$ cat src/sv/apsd_pkg.sv
package apsd_pkg;

  // fixed field and register widths
  localparam int unsigned MAG_W      = 17;
  localparam int unsigned PADDR_W    = 5;
  localparam int unsigned ROOT_STEPS = 16;

  localparam logic [MAG_W-1:0] GRAVITY_CENTI = 17'd980;
  localparam logic [7:0]       RUN_MAX       = 8'd255;
  localparam logic [6:0]       MIN_WINDOW    = 7'd2;

  // register reset values
  localparam logic [6:0]  RST_WINDOW_LENGTH  = 7'd50;
  localparam logic [15:0] RST_P2P_THRESHOLD  = 16'd200;
  localparam logic [15:0] RST_DEV_THRESHOLD  = 16'd100;
  localparam logic [15:0] RST_MAX_MOTION_MS  = 16'd200;
  localparam logic [15:0] RST_MIN_MOTION_MS  = 16'd20;
  localparam logic [7:0]  RST_SIGNALS_NEEDED = 8'd4;
  localparam logic [15:0] RST_MIN_STEP_GAP   = 16'd1000;
  localparam logic [15:0] RST_WALK_TIMEOUT   = 16'd4000;

  typedef enum logic [2:0] {
    REG_WINDOW_LENGTH,
    REG_P2P_THRESHOLD,
    REG_DEV_THRESHOLD,
    REG_MAX_MOTION_MS,
    REG_MIN_MOTION_MS,
    REG_SIGNALS_NEEDED,
    REG_MIN_STEP_GAP,
    REG_WALK_TIMEOUT
  } reg_idx_t;

  typedef struct packed {
    logic signed [15:0] accel_x;
    logic signed [15:0] accel_y;
    logic signed [15:0] accel_z;
    logic [31:0]        time_ms;
  } sample_t;

  typedef struct packed {
    logic        step_detected;
    logic [31:0] step_total;
    logic        walking;
    logic        window_full;
  } result_t;

  typedef struct packed {
    logic [6:0]  window_length;
    logic [15:0] peak_to_peak_threshold;
    logic [15:0] peak_deviation_threshold;
    logic [15:0] max_motion_ms;
    logic [15:0] min_motion_ms;
    logic [7:0]  signals_needed;
    logic [15:0] min_step_gap_ms;
    logic [15:0] walking_timeout_ms;
  } cfg_t;

  typedef struct packed {
    logic [MAG_W-1:0] crest;
    logic [MAG_W-1:0] trough;
  } ring_stat_t;

  typedef struct packed {
    logic        step_detected;
    logic [31:0] step_total;
    logic        walking;
  } track_stat_t;

  typedef enum logic [1:0] {
    MAG_IDLE,
    MAG_SQUARE,
    MAG_ROOT,
    MAG_DONE
  } mag_state_t;

  typedef enum logic [2:0] {
    S_IDLE,
    S_MAG,
    S_CHECK,
    S_SCAN,
    S_EMIT
  } seq_state_t;

endpackage

$ cat src/sv/apsd_regs.sv
module apsd_regs (
  input  logic                         clk,
  input  logic                         rst,
  input  logic                         psel,
  input  logic                         penable,
  input  logic                         pwrite,
  input  logic [apsd_pkg::PADDR_W-1:0] paddr,
  input  logic [31:0]                  pwdata,
  output logic [31:0]                  prdata,
  output logic                         pready,
  output apsd_pkg::cfg_t               cfg
);

  apsd_pkg::reg_idx_t idx;
  logic               wr_en;

  assign idx    = apsd_pkg::reg_idx_t'(paddr[4:2]);
  assign wr_en  = psel && penable && pwrite;
  assign pready = 1'b1;

  always_ff @(posedge clk) begin
    if (rst) begin
      cfg.window_length            <= apsd_pkg::RST_WINDOW_LENGTH;
      cfg.peak_to_peak_threshold   <= apsd_pkg::RST_P2P_THRESHOLD;
      cfg.peak_deviation_threshold <= apsd_pkg::RST_DEV_THRESHOLD;
      cfg.max_motion_ms            <= apsd_pkg::RST_MAX_MOTION_MS;
      cfg.min_motion_ms            <= apsd_pkg::RST_MIN_MOTION_MS;
      cfg.signals_needed           <= apsd_pkg::RST_SIGNALS_NEEDED;
      cfg.min_step_gap_ms          <= apsd_pkg::RST_MIN_STEP_GAP;
      cfg.walking_timeout_ms       <= apsd_pkg::RST_WALK_TIMEOUT;
    end else if (wr_en) begin
      case (idx)
        apsd_pkg::REG_WINDOW_LENGTH:  cfg.window_length            <= pwdata[6:0];
        apsd_pkg::REG_P2P_THRESHOLD:  cfg.peak_to_peak_threshold   <= pwdata[15:0];
        apsd_pkg::REG_DEV_THRESHOLD:  cfg.peak_deviation_threshold <= pwdata[15:0];
        apsd_pkg::REG_MAX_MOTION_MS:  cfg.max_motion_ms            <= pwdata[15:0];
        apsd_pkg::REG_MIN_MOTION_MS:  cfg.min_motion_ms            <= pwdata[15:0];
        apsd_pkg::REG_SIGNALS_NEEDED: cfg.signals_needed           <= pwdata[7:0];
        apsd_pkg::REG_MIN_STEP_GAP:   cfg.min_step_gap_ms          <= pwdata[15:0];
        apsd_pkg::REG_WALK_TIMEOUT:   cfg.walking_timeout_ms       <= pwdata[15:0];
        default: ;
      endcase
    end
  end

  always_comb begin
    prdata = '0;
    case (idx)
      apsd_pkg::REG_WINDOW_LENGTH:  prdata = {25'd0, cfg.window_length};
      apsd_pkg::REG_P2P_THRESHOLD:  prdata = {16'd0, cfg.peak_to_peak_threshold};
      apsd_pkg::REG_DEV_THRESHOLD:  prdata = {16'd0, cfg.peak_deviation_threshold};
      apsd_pkg::REG_MAX_MOTION_MS:  prdata = {16'd0, cfg.max_motion_ms};
      apsd_pkg::REG_MIN_MOTION_MS:  prdata = {16'd0, cfg.min_motion_ms};
      apsd_pkg::REG_SIGNALS_NEEDED: prdata = {24'd0, cfg.signals_needed};
      apsd_pkg::REG_MIN_STEP_GAP:   prdata = {16'd0, cfg.min_step_gap_ms};
      apsd_pkg::REG_WALK_TIMEOUT:   prdata = {16'd0, cfg.walking_timeout_ms};
      default:                      prdata = '0;
    endcase
  end

endmodule

$ cat src/sv/apsd_mag.sv
module apsd_mag (
  input  logic                       clk,
  input  logic                       rst,
  input  logic                       start,
  input  logic signed [15:0]         accel_x,
  input  logic signed [15:0]         accel_y,
  input  logic signed [15:0]         accel_z,
  output logic                       done,
  output logic [apsd_pkg::MAG_W-1:0] mag
);

  localparam logic [1:0]  LastSquare = 2'd2;
  localparam logic [3:0]  LastRoot   = 4'(apsd_pkg::ROOT_STEPS - 1);
  localparam logic [31:0] RootTopBit = 32'h4000_0000;

  apsd_pkg::mag_state_t state, state_next;
  logic [1:0]           sq_idx;
  logic [3:0]           root_idx;
  logic [31:0]          acc;
  logic [31:0]          res;
  logic [31:0]          bitv;
  logic signed [15:0]   opnd;
  logic signed [31:0]   prod;
  logic [31:0]          trial;

  // one multiplier for the squares, one adder and compare for the root
  always_comb begin
    case (sq_idx)
      2'd0:    opnd = accel_x;
      2'd1:    opnd = accel_y;
      default: opnd = accel_z;
    endcase
  end

  assign prod  = opnd * opnd;
  assign trial = res + bitv;
  assign mag   = res[apsd_pkg::MAG_W-1:0];

  always_ff @(posedge clk) begin
    if (rst) begin
      state <= apsd_pkg::MAG_IDLE;
    end else begin
      state <= state_next;
    end
  end

  always_comb begin
    state_next = state;
    done       = 1'b0;
    case (state)
      apsd_pkg::MAG_IDLE: begin
        if (start) state_next = apsd_pkg::MAG_SQUARE;
      end
      apsd_pkg::MAG_SQUARE: begin
        if (sq_idx == LastSquare) state_next = apsd_pkg::MAG_ROOT;
      end
      apsd_pkg::MAG_ROOT: begin
        if (root_idx == LastRoot) state_next = apsd_pkg::MAG_DONE;
      end
      apsd_pkg::MAG_DONE: begin
        done       = 1'b1;
        state_next = apsd_pkg::MAG_IDLE;
      end
      default: state_next = apsd_pkg::MAG_IDLE;
    endcase
  end

  always_ff @(posedge clk) begin
    case (state)
      apsd_pkg::MAG_IDLE: begin
        acc    <= '0;
        sq_idx <= '0;
      end
      apsd_pkg::MAG_SQUARE: begin
        acc    <= acc + $unsigned(prod);
        sq_idx <= sq_idx + 2'd1;
        if (sq_idx == LastSquare) begin
          res      <= '0;
          bitv     <= RootTopBit;
          root_idx <= '0;
        end
      end
      apsd_pkg::MAG_ROOT: begin
        // one result bit per cycle
        if (acc >= trial) begin
          acc <= acc - trial;
          res <= (res >> 1) + bitv;
        end else begin
          res <= res >> 1;
        end
        bitv     <= bitv >> 2;
        root_idx <= root_idx + 4'd1;
      end
      default: ;
    endcase
  end

endmodule

$ cat src/sv/apsd_ring.sv
module apsd_ring #(
  parameter int DEPTH = 64
) (
  input  logic                       clk,
  input  logic                       rst,
  input  logic [6:0]                 window_length,
  input  logic                       store,
  input  logic [apsd_pkg::MAG_W-1:0] store_data,
  input  logic                       scan_start,
  output logic                       wrapped,
  output logic                       scan_done,
  output apsd_pkg::ring_stat_t       stat
);

  localparam int AW = $clog2(DEPTH);
  localparam int CW = $clog2(DEPTH + 1);

  logic [apsd_pkg::MAG_W-1:0] mem [DEPTH];
  logic [DEPTH-1:0]           vld;
  logic [AW-1:0]              pos;
  logic [CW-1:0]              len;
  logic [CW-1:0]              pos_inc;
  logic [CW-1:0]              scan_cnt;
  logic                       scanning;
  logic                       issue_last;
  logic                       data_pend;
  logic                       data_last;
  logic                       first;
  logic [apsd_pkg::MAG_W-1:0] rdata_q;
  logic                       rvld_q;
  logic [apsd_pkg::MAG_W-1:0] rdata;

  // window length clamped to MIN_WINDOW..DEPTH
  always_comb begin
    if (32'(window_length) > 32'(DEPTH)) begin
      len = CW'(DEPTH);
    end else if (window_length < apsd_pkg::MIN_WINDOW) begin
      len = CW'(apsd_pkg::MIN_WINDOW);
    end else begin
      len = CW'(window_length);
    end
  end

  assign pos_inc    = CW'(pos) + CW'(1);
  assign issue_last = scanning && (scan_cnt == len - CW'(1));
  assign rdata      = rvld_q ? rdata_q : '0;

  always_ff @(posedge clk) begin
    if (store) mem[pos] <= store_data;
    rdata_q <= mem[scan_cnt[AW-1:0]];
  end

  always_ff @(posedge clk) begin
    if (rst) begin
      vld       <= '0;
      pos       <= '0;
      wrapped   <= 1'b0;
      scanning  <= 1'b0;
      data_pend <= 1'b0;
      data_last <= 1'b0;
      scan_done <= 1'b0;
      scan_cnt  <= '0;
      rvld_q    <= 1'b0;
    end else begin
      rvld_q    <= vld[scan_cnt[AW-1:0]];
      data_pend <= scanning;
      data_last <= issue_last;
      scan_done <= data_pend && data_last;
      if (store) begin
        vld[pos] <= 1'b1;
        if (pos_inc >= len) begin
          pos     <= '0;
          wrapped <= 1'b1;
        end else begin
          pos <= pos_inc[AW-1:0];
        end
      end
      if (scan_start) begin
        scanning <= 1'b1;
        scan_cnt <= '0;
      end else if (scanning) begin
        scan_cnt <= scan_cnt + CW'(1);
        if (issue_last) scanning <= 1'b0;
      end
    end
  end

  // running crest and trough, one entry a cycle
  always_ff @(posedge clk) begin
    if (scan_start) begin
      first <= 1'b1;
    end else if (data_pend) begin
      first <= 1'b0;
      if (first || rdata > stat.crest)  stat.crest  <= rdata;
      if (first || rdata < stat.trough) stat.trough <= rdata;
    end
  end

endmodule

$ cat src/sv/apsd_track.sv
module apsd_track (
  input  logic                  clk,
  input  logic                  rst,
  input  logic                  update,
  input  apsd_pkg::cfg_t        cfg,
  input  apsd_pkg::ring_stat_t  stat,
  input  logic [31:0]           now,
  output apsd_pkg::track_stat_t track
);

  logic [31:0]                last_step_stamp, last_step_stamp_next;
  logic                       motion_active, motion_active_next;
  logic [31:0]                motion_start_stamp, motion_start_stamp_next;
  logic [7:0]                 signal_run, signal_run_next;
  logic [31:0]                steps_counted, steps_counted_next;
  logic [31:0]                last_seen_stamp, last_seen_stamp_next;
  logic                       walking_flag, walking_flag_next;
  logic                       step_flag;
  logic                       added;
  logic [apsd_pkg::MAG_W-1:0] swing;
  logic [apsd_pkg::MAG_W-1:0] dev;
  logic                       sig;
  logic [31:0]                since_step;
  logic [31:0]                dur;
  logic [31:0]                idle_time;
  logic [7:0]                 run_inc;
  logic                       confirm;

  assign swing = stat.crest - stat.trough;
  assign dev   = (stat.crest >= apsd_pkg::GRAVITY_CENTI) ?
                 stat.crest - apsd_pkg::GRAVITY_CENTI :
                 apsd_pkg::GRAVITY_CENTI - stat.crest;
  assign sig   = (swing > {1'b0, cfg.peak_to_peak_threshold}) &&
                 (dev > {1'b0, cfg.peak_deviation_threshold});

  assign since_step = now - last_step_stamp;
  assign dur        = now - motion_start_stamp;
  assign idle_time  = now - last_seen_stamp;
  assign run_inc    = (signal_run < apsd_pkg::RUN_MAX) ? signal_run + 8'd1 : signal_run;
  assign confirm    = (run_inc >= cfg.signals_needed) &&
                      (dur >= 32'(cfg.min_motion_ms)) && (dur <= 32'(cfg.max_motion_ms));

  always_comb begin
    last_step_stamp_next    = last_step_stamp;
    motion_active_next      = motion_active;
    motion_start_stamp_next = motion_start_stamp;
    signal_run_next         = signal_run;
    steps_counted_next      = steps_counted;
    last_seen_stamp_next    = last_seen_stamp;
    walking_flag_next       = walking_flag;
    added                   = 1'b0;
    if (sig && !motion_active && since_step >= 32'(cfg.min_step_gap_ms)) begin
      motion_active_next      = 1'b1;
      motion_start_stamp_next = now;
      signal_run_next         = 8'd1;
    end else if (sig && motion_active) begin
      signal_run_next = run_inc;
      if (confirm) begin
        steps_counted_next   = steps_counted + 32'd1;
        last_step_stamp_next = now;
        motion_active_next   = 1'b0;
        signal_run_next      = '0;
        added                = 1'b1;
      end else if (dur > 32'(cfg.max_motion_ms)) begin
        motion_active_next = 1'b0;
        signal_run_next    = '0;
      end
    end else if (!sig && motion_active) begin
      motion_active_next = 1'b0;
      signal_run_next    = '0;
    end
    if (added) begin
      last_seen_stamp_next = now;
      walking_flag_next    = 1'b1;
    end else if (idle_time > 32'(cfg.walking_timeout_ms)) begin
      walking_flag_next = 1'b0;
    end
  end

  always_ff @(posedge clk) begin
    if (rst) begin
      last_step_stamp    <= '0;
      motion_active      <= 1'b0;
      motion_start_stamp <= '0;
      signal_run         <= '0;
      steps_counted      <= '0;
      last_seen_stamp    <= '0;
      walking_flag       <= 1'b0;
      step_flag          <= 1'b0;
    end else if (update) begin
      last_step_stamp    <= last_step_stamp_next;
      motion_active      <= motion_active_next;
      motion_start_stamp <= motion_start_stamp_next;
      signal_run         <= signal_run_next;
      steps_counted      <= steps_counted_next;
      last_seen_stamp    <= last_seen_stamp_next;
      walking_flag       <= walking_flag_next;
      step_flag          <= added;
    end
  end

  assign track.step_detected = step_flag;
  assign track.step_total    = steps_counted;
  assign track.walking       = walking_flag;

endmodule

$ cat src/sv/accel_peak_step_detector_top.sv
// a result is offered after its sample's magnitude is stored and, once the ring has wrapped,
// after the window scan (window clamped to 2..WINDOW_DEPTH) and the tracker update
// throughput: one sample at a time; the next sample can be taken the cycle after the result is
// loaded; the pace is set by the shared square-and-root unit and the one-port window scan
// reset: synchronous, active high; ring valid bits clear at once, no clearing pass
module accel_peak_step_detector_top #(
  parameter int WINDOW_DEPTH = 64
) (
  input  logic                         clk,
  input  logic                         rst,
  // sample channel
  input  logic                         sample_valid,
  output logic                         sample_stall,
  input  apsd_pkg::sample_t            sample,
  // result channel
  output logic                         result_valid,
  input  logic                         result_stall,
  output apsd_pkg::result_t            result,
  // register port
  input  logic                         psel,
  input  logic                         penable,
  input  logic                         pwrite,
  input  logic [apsd_pkg::PADDR_W-1:0] paddr,
  input  logic [31:0]                  pwdata,
  output logic [31:0]                  prdata,
  output logic                         pready
);

  apsd_pkg::seq_state_t       state, state_next;
  apsd_pkg::cfg_t             cfg;
  apsd_pkg::sample_t          held;
  apsd_pkg::ring_stat_t       stat;
  apsd_pkg::track_stat_t      track;
  logic                       mag_start;
  logic                       mag_done;
  logic [apsd_pkg::MAG_W-1:0] mag;
  logic                       scan_start;
  logic                       scan_done;
  logic                       wrapped;
  logic                       track_upd;
  logic                       load;

  // configuration registers
  apsd_regs u_regs (
    .clk     (clk),
    .rst     (rst),
    .psel    (psel),
    .penable (penable),
    .pwrite  (pwrite),
    .paddr   (paddr),
    .pwdata  (pwdata),
    .prdata  (prdata),
    .pready  (pready),
    .cfg     (cfg)
  );

  // shared multiply and root unit, reads the held sample
  apsd_mag u_mag (
    .clk     (clk),
    .rst     (rst),
    .start   (mag_start),
    .accel_x (held.accel_x),
    .accel_y (held.accel_y),
    .accel_z (held.accel_z),
    .done    (mag_done),
    .mag     (mag)
  );

  // magnitude ring, written on the root result, scanned for crest and trough
  apsd_ring #(
    .DEPTH (WINDOW_DEPTH)
  ) u_ring (
    .clk           (clk),
    .rst           (rst),
    .window_length (cfg.window_length),
    .store         (mag_done),
    .store_data    (mag),
    .scan_start    (scan_start),
    .wrapped       (wrapped),
    .scan_done     (scan_done),
    .stat          (stat)
  );

  // motion tracker and walking flag, stepped once per window scan
  apsd_track u_track (
    .clk    (clk),
    .rst    (rst),
    .update (track_upd),
    .cfg    (cfg),
    .stat   (stat),
    .now    (held.time_ms),
    .track  (track)
  );

  // only the idle state takes a new beat
  assign sample_stall = (state != apsd_pkg::S_IDLE);

  always_ff @(posedge clk) begin
    if (sample_valid && !sample_stall) held <= sample;
  end

  always_ff @(posedge clk) begin
    if (rst) begin
      state <= apsd_pkg::S_IDLE;
    end else begin
      state <= state_next;
    end
  end

  // sequencer: root, store, optional scan and track, then emit
  always_comb begin
    state_next = state;
    mag_start  = 1'b0;
    scan_start = 1'b0;
    track_upd  = 1'b0;
    load       = 1'b0;
    case (state)
      apsd_pkg::S_IDLE: begin
        if (sample_valid) begin
          mag_start  = 1'b1;
          state_next = apsd_pkg::S_MAG;
        end
      end
      apsd_pkg::S_MAG: begin
        // the ring stores the magnitude on the done cycle
        if (mag_done) state_next = apsd_pkg::S_CHECK;
      end
      apsd_pkg::S_CHECK: begin
        // before the first wrap the sample is only stored
        if (wrapped) begin
          scan_start = 1'b1;
          state_next = apsd_pkg::S_SCAN;
        end else begin
          state_next = apsd_pkg::S_EMIT;
        end
      end
      apsd_pkg::S_SCAN: begin
        if (scan_done) begin
          track_upd  = 1'b1;
          state_next = apsd_pkg::S_EMIT;
        end
      end
      apsd_pkg::S_EMIT: begin
        // wait for the output register to drain
        if (!result_valid || !result_stall) begin
          load       = 1'b1;
          state_next = apsd_pkg::S_IDLE;
        end
      end
      default: state_next = apsd_pkg::S_IDLE;
    endcase
  end

  // output register parts the result side from the sample side
  always_ff @(posedge clk) begin
    if (rst) begin
      result_valid <= 1'b0;
    end else if (load) begin
      result_valid <= 1'b1;
    end else if (!result_stall) begin
      result_valid <= 1'b0;
    end
  end

  always_ff @(posedge clk) begin
    if (load) begin
      result.step_detected <= track.step_detected && wrapped;
      result.step_total    <= track.step_total;
      result.walking       <= track.walking;
      result.window_full   <= wrapped;
    end
  end

`ifndef SYNTH
  a_step_implies_walk: assert property (@(posedge clk) disable iff (rst)
    result_valid |-> (!result.step_detected || (result.walking && result.window_full)))
    else $error("step reported without walking flag or full window");

  a_mag_done_in_seq: assert property (@(posedge clk) disable iff (rst)
    mag_done |-> (state == apsd_pkg::S_MAG))
    else $error("root unit finished outside its sequencer state");

  a_scan_done_in_seq: assert property (@(posedge clk) disable iff (rst)
    scan_done |-> (state == apsd_pkg::S_SCAN))
    else $error("window scan finished outside its sequencer state");

  a_emit_loads: assert property (@(posedge clk) disable iff (rst)
    (state == apsd_pkg::S_EMIT && (!result_valid || !result_stall))
      |=> (result_valid && state == apsd_pkg::S_IDLE))
    else $error("result not loaded on a free output register");
`endif

endmodule
$ cat config.mk
export PLATFORM = sky130hd
export DESIGN_NAME = accel_peak_step_detector_top
export DESIGN_NICKNAME = d
export VERILOG_FILES = /design/src/sv/apsd_pkg.sv /design/src/sv/apsd_regs.sv /design/src/sv/apsd_mag.sv /design/src/sv/apsd_ring.sv /design/src/sv/apsd_track.sv /design/src/sv/accel_peak_step_detector_top.sv
export SDC_FILE = /design/constraint.sdc
export NUM_CORES = 2
export LEC_CHECK = 0
export BUFFER_PORTS_ARGS = -buffer_cell sky130_fd_sc_hd__buf_2
export CORE_MARGIN = 2
export CORE_UTILIZATION = 55
export DETAILED_ROUTE_END_ITERATION = 10
export PLACE_DENSITY = 0.86
export SYNTH_ARGS = -nofsm -noshare
export SYNTH_HDL_FRONTEND = slang
export SYNTH_SLANG_ARGS = --single-unit
$ cat constraint.sdc
create_clock -name clk -period 7.3 [get_ports clk]
set_input_delay 1.46 -clock clk [delete_from_list [all_inputs] [get_ports clk]]
set_output_delay 1.46 -clock clk [all_outputs]
set_load 0.005 [all_outputs]
Word-level counts from Yosys, hierarchy flattened:

Memories as Yosys holds them, arrays and structs flattened. A register that Yosys moved wholly into a read port is not among the register bits.
Cells that the tools add are included.

* add/sub/neg operators: 17
* multiply operators: 1
* order comparisons: 19
* eq/ne operators: 28
* muxes and demuxes: 63
* bitwise logic cells: 3
* reduce and logical (&&, ||, !) cells: 54

Operators by type and width (number)
* $pmux W32 S8: 1
* $mux W32: 4
* $pmux W32 S2: 2
* $sub A32 B32 Y32: 4
* $pmux W32 S3: 1
* $add A32 B32 Y32: 2
* $ge A32 B16 Y1: 2
* $gt A32 B16 Y1: 2
* $or A64 B64 Y64: 1
* $mux W8: 6
* $gt A17 B16 Y1: 2
* $mux W17: 2
* $add A31 B32 Y32: 1
* $add A32 B1 Y32 const B: 1
* $ge A32 B32 Y1: 1
* $le A32 B16 Y1: 1
* $mul A16 B16 Y32: 1
* $pmux W16 S2: 1
* $reduce_and A2 Y1: 15
* $mux W1: 28
* $ge A17 B10 Y1 const B: 1
* $gt A17 B17 Y1: 1
* $lt A17 B17 Y1: 1
* $sub A10 B17 Y17 const A: 1
* 47 further kinds: 103

* register bits: 591
* bits in writable memories: 1088
* input bits: 124
* output and inout port bits: 70
* memories kept: 1

Memories
* u_ring.mem: words 64, width 17, read ports 1, clocked after Yosys merged registers in 1, wr ports 1, line apsd_ring.sv:18 `logic [apsd_pkg::MAG_W-1:0] mem [DEPTH];`

Logic depth before layout (Yosys ltp):

* depth in word-level cells: 10
* gate-level depth with buffers: 34
* depth with buffers taken out: 31

Modules after synthesis:

Synthesis repeated with hierarchy kept, for this count alone.

* cells, all modules: 7200
* area, all modules: 89040.4 um2

By module, submodules not included
* apsd_ring: instances 1, cells each 2449, area an instance 47663.2 um2, sequential area each 35714.3 um2
* apsd_mag: instances 1, cells each 1866, area an instance 17355.4 um2, sequential area each 2622.5 um2
* apsd_track: instances 1, cells each 2096, area an instance 15213.3 um2, sequential area each 2782.7 um2
* apsd_regs: instances 1, cells each 643, area an instance 5098.6 um2, sequential area each 2222.1 um2
* accel_peak_step_detector_top: instances 1, cells each 146, area an instance 3709.8 um2, sequential area each 3533.4 um2

Least setup slack after synthesis:

Ideal clock, no wire load.

* path kind: register -> register
* start point: reg u_mag.sq_idx[0]
* end point: reg u_mag.acc[31] (data pin)
* arrival time: 7.840 ns
* slack: -0.702 ns
* cell stages (with the launch flop): 33
* period minus slack after synthesis: 8.002 ns
* cell sequence: edfxtp_1 > inv_1 > ha_1 > clkbuf_1 > clkbuf_1 > a22o_1 > a21o_1 > clkbuf_1 > clkinv_1 > nor2_1 > fa_1 > fa_1 > inv_1 > fa_1 > inv_1 > fa_1 > fa_1 > inv_1 > fa_1 > inv_1 > ha_1 > clkbuf_1 > a21o_1 > a21o_1 > a21o_1 > a211o_1 > nor3_1 > a211oi_1 > a211oi_1 > o21ai_0 > and2_1 > or4_1 > o2111ai_1

* cells in the longest elaborated chain, start to end: 5
* elaborated cells between the ends (all ways): 6
* those cells by class: 1 x add/sub; 1 x mul; 1 x eq/ne; 2 x mux; 1 x reduce/logical

Ends and longest elaborated chain
* start: declaration: line apsd_mag.sv:17 `logic [1:0] sq_idx;`
* start signal: assignment: line apsd_mag.sv:76 `sq_idx <= sq_idx + 2'd1;`
* $eq A2 B1 Y1 or $logic_not A2 Y1 (tied branches): line apsd_mag.sv:28 `case (sq_idx)`
* $pmux W16 S2 (*): line apsd_mag.sv:28
* $mul A16 B16 Y32 (*): line apsd_mag.sv:35 `assign prod = opnd * opnd;`
* $add A32 B32 Y32 (*): line apsd_mag.sv:75 `acc <= acc + $unsigned(prod);`
* $pmux W32 S3 (*): line apsd_mag.sv:69 `case (state)`
* end signal: assignment: line apsd_mag.sv:75
* end signal: assignment: line apsd_mag.sv:86 `acc <= acc - trial;`
* end: declaration: line apsd_mag.sv:19 `logic [31:0] acc;`

Every way passes the cells marked *; elsewhere a longest branch is shown, timed or not.
A chain may end at the register's enable or synchronous reset.

Worst setup path in the final report:

Same ends and word-level chain as after synthesis.

==> key figures <==
Synth
  – Register area share after synthesis: 0.535
  – Synth cell types: 91
  – Syn_area_per_cell: 13.1 um2
  – Seq cells post-synth: 1680
  – Largest area contributor in the netlist: edfxtp_1
  – Yosys top cell area share: 0.454
  – Post-synth top flop: edfxtp_1
  – Synthesized area: 87600 um2
  – Commonest cells in the netlist: 1323 x edfxtp_1, 632 x inv_1, 606 x nor2_1, 454 x nand2_1, 446 x ha_1
  – Count leader, synth: edfxtp_1
  – Async set-reset flop share out of synthesis: 0
  – Synth area leaders: edfxtp_1 45%, mux4_2 9.8%, dfxtp_1 8.2%, ha_1 6.4%, fa_1 6.1%
  – Post-synth EDFFs: 1323
  – Gate Count Post-Synth: 6706
  – Yosys warns: 0

STA
  – Worst Setup Slack, final: -0.0393 ns
  – Tmin final: 7.34 ns
  – Hold Vio Cnt, Final: 0
  – Final setup viols: 3
  – Actual slew at the worst max-slew pin: 1.29 ns
  – Max frequency: 136 MHz
  – RSZ-0062 raised after global routing: yes
  – Fin crit share: 1.01
  – Hold slack final: 0.460 ns
  – Clock skew: 0.0911 ns
  – Pins Over Slew Limit: 0
  – Relative slew slack: 0.140

Global route
  – Tot GR Track Use: 0.306
  – Initial antenna violation count: 18
  – Largest net degree at the start of global routing: 176
  – First-pass GRT wire length: 375000 um
  – Vias in the first global route: 61200
  – Overflow after GRT: 0

CTS
  – Clock buffer depth: 3
  – CTS sink cnt: 1680
  – Number of hold buffers added after cts: 0
  – Clock-pin slew of the registers on the worst-case setup and hold paths: 0.06 ns
  – Clk Latency, worst-skew pair: 0.87 ns
  – CTS buffer count: 166
  – Clock root buffer: clkbuf_16
  – H-tree depth: 4
  – CTS tree: done

Routing
  – Via Count: 60400
  – DRC: 0
  – DRT iter0 DRCs: 7908
  – Number of nets with antenna violations after routing: 0
  – 1st-pass router iterations: 8
  – Vias per Instance: 6.48
  – DR WL/cell: 27.0 um
  – Final WL: 252000 um

Run
  – Max-cap viol count: 0

Worst setup path
  – Slowest CP cell: fa_1
  – R2R Path End: u_mag.acc[31]
  – CP required: 7.92 ns
  – Startpoint types: register
  – Critical R2R Launch: u_mag.sq_idx[0]
  – Setup CP Type: register to register
  – CP Capture Type: register
  – Worst-path maximum fanout: 8
  – Crit path DAT: 7.96 ns
  – Crit path top cell by count: fa_1
  – Worst-case reg-to-reg path depth: 31
  – Max stage delay on crit path: 0.54 ns
  – R2r setup slk: -0.04 ns

Hold path
  – Min-delay src: u_track.step_flag
  – Hold Path Depth: 2
  – WHS Endpoint: u_track.step_flag
  – HP Class: register to register

Floorplan
  – Die W: 403 um
  – Die span in y: 403 um
  – Starting density of the core: 0.554
  – Core area: 158000 um2
  – Die ar.: 162000 um2
  – I/O pin count: 194
  – Site Rows: 146

Status
  – Failing checks: negative setup slack
  – Status: complete, but fails checks

Placement
  – DP HPWL: 151000 um
  – IO buf count: 158
  – RePlAce Congestion: 0.943
  – Pre-CTS WS: -0.324 ns

Layout
  – Area delta synth->final: 13.0%
  – Final nets: 7934
  – Fraction of layout cells with a size suffix above 1: 0.183
## cells in the final DEF (no fill, tap or decap), types with 22 or more instances in the layout
master,count
a211oi_1,40
a21o_1,90
a21oi_1,293
a22o_1,26
a22oi_1,28
a31oi_1,38
and2_1,55
and3_1,35
buf_2,157
buf_4,285
buf_6,22
clkbuf_1,39
clkbuf_16,169
clkinv_1,26
clkinv_2,29
dfxtp_1,353
edfxtp_1,1323
fa_1,255
ha_1,433
inv_1,610
inv_2,22
mux2i_1,135
mux4_2,381
nand2_1,441
nand2b_1,40
nand3_1,81
nand4_1,53
nor2_1,569
nor2_2,29
nor2b_1,75
nor3_1,57
nor4_1,22
o211ai_1,38
o21a_1,51
o21ai_0,178
o21bai_1,28
or2_2,30
xnor2_1,131
xor2_1,109
## worst max path at each step
stage                         start             to  slack (ns)  cells after the start
finish              u_mag.sq_idx[0]  u_mag.acc[31]       -0.04                     31
global route        u_mag.sq_idx[0]  u_mag.acc[31]       -0.30                     32
CTS                 u_mag.sq_idx[0]  u_mag.acc[31]       -0.11                     29
detailed placement  u_mag.sq_idx[0]  u_mag.acc[31]       -0.32                     31
global placement    u_mag.sq_idx[0]  u_mag.acc[30]       -0.27                     31
floorplan           u_mag.sq_idx[0]  u_mag.acc[31]       -0.02                     34
## critical path: cells and delay by family, from the launching register on
kind | cells | cell delay (ns)
DFF | 1 | 0.44
buffers and inverters | 9 | 0.79
AOI/OAI and AO/OA | 11 | 1.89
adders and majority gates | 8 | 3.43
and+or+nand+nor | 3 | 0.59
## sequential cells by signal (all words and copies together) (netlist names), 2 cells and up
| register | flops |
|---|---|
| u_track.last_seen_stamp | 32 |
| u_mag.root_idx | 4 |
| u_ring.mem | 1088 |
| u_track.steps_counted | 32 |
| u_track.last_step_stamp | 32 |
| u_ring.vld | 64 |
| u_ring.pos | 6 |
| u_mag.acc | 32 |
| result | 35 |
| held | 80 |
| u_ring.stat | 34 |
| state | 3 |
| u_mag.bitv | 16 |
| u_mag.sq_idx | 2 |
| u_mag.state | 2 |
| u_mag.res | 32 |
| u_track.signal_run | 8 |
| u_regs.cfg | 111 |
| u_ring.rdata_q | 17 |
| u_ring.scan_cnt | 7 |
| u_track.motion_start_stamp | 32 |
## stage by stage
step	utilization	instances	TNS (ns)	cell area, um2
global placement	0.584	8965	-0.692	92300
detailed placement	0.584	8965	-1.29	92300
CTS	0.622	9296	-0.108	98500
global route	0.625	9311	-1.58	98900
floorplan	-	6721	-0.0194	87800
finish	0.625	9316	-0.0798	99000
## metal layers
metal  part of all wire  track usage  vias up
li1                   -            -    25300
met1               0.34        0.372    29500
met2               0.48        0.501     4371
met3               0.11       0.0682     1132
met4              0.069        0.186       18
met5            0.00053            0        -
## repair_timing
action,4_1_cts,5_1_grt
pin swaps,31,68
resized for setup,74,95
gates cloned,2,0
endpoints found under the setup margin,11,14
endpoints found under the hold margin,0,0
buffers inserted,20,17
## logic make-up after synthesis
kind of cell	share of synthesized area
xor gates and xnor gates	0.0241
and+or+nand+nor	0.0829
DFF	0.535
buffers and inverters	0.0404
muxes	0.115
other	0.0000857
AOI/OAI and AO/OA	0.0773
adders and majority gates	0.125
## final cells by class
cell class                 instances  area (um2)
antenna                            5        12.5
clock buffer                     225        4610
clock inverter                    85        1050
fill                           10700       59200
inverter                         643        2440
multi-input combinational       4126       37900
sequential                      1680       46900
tap                             2072        2590
timing repair buffer             480        3470
Power is left out: the tool's default activity adds up to more than one toggle a clock period on the data nets, which glitch-free logic cannot reach.
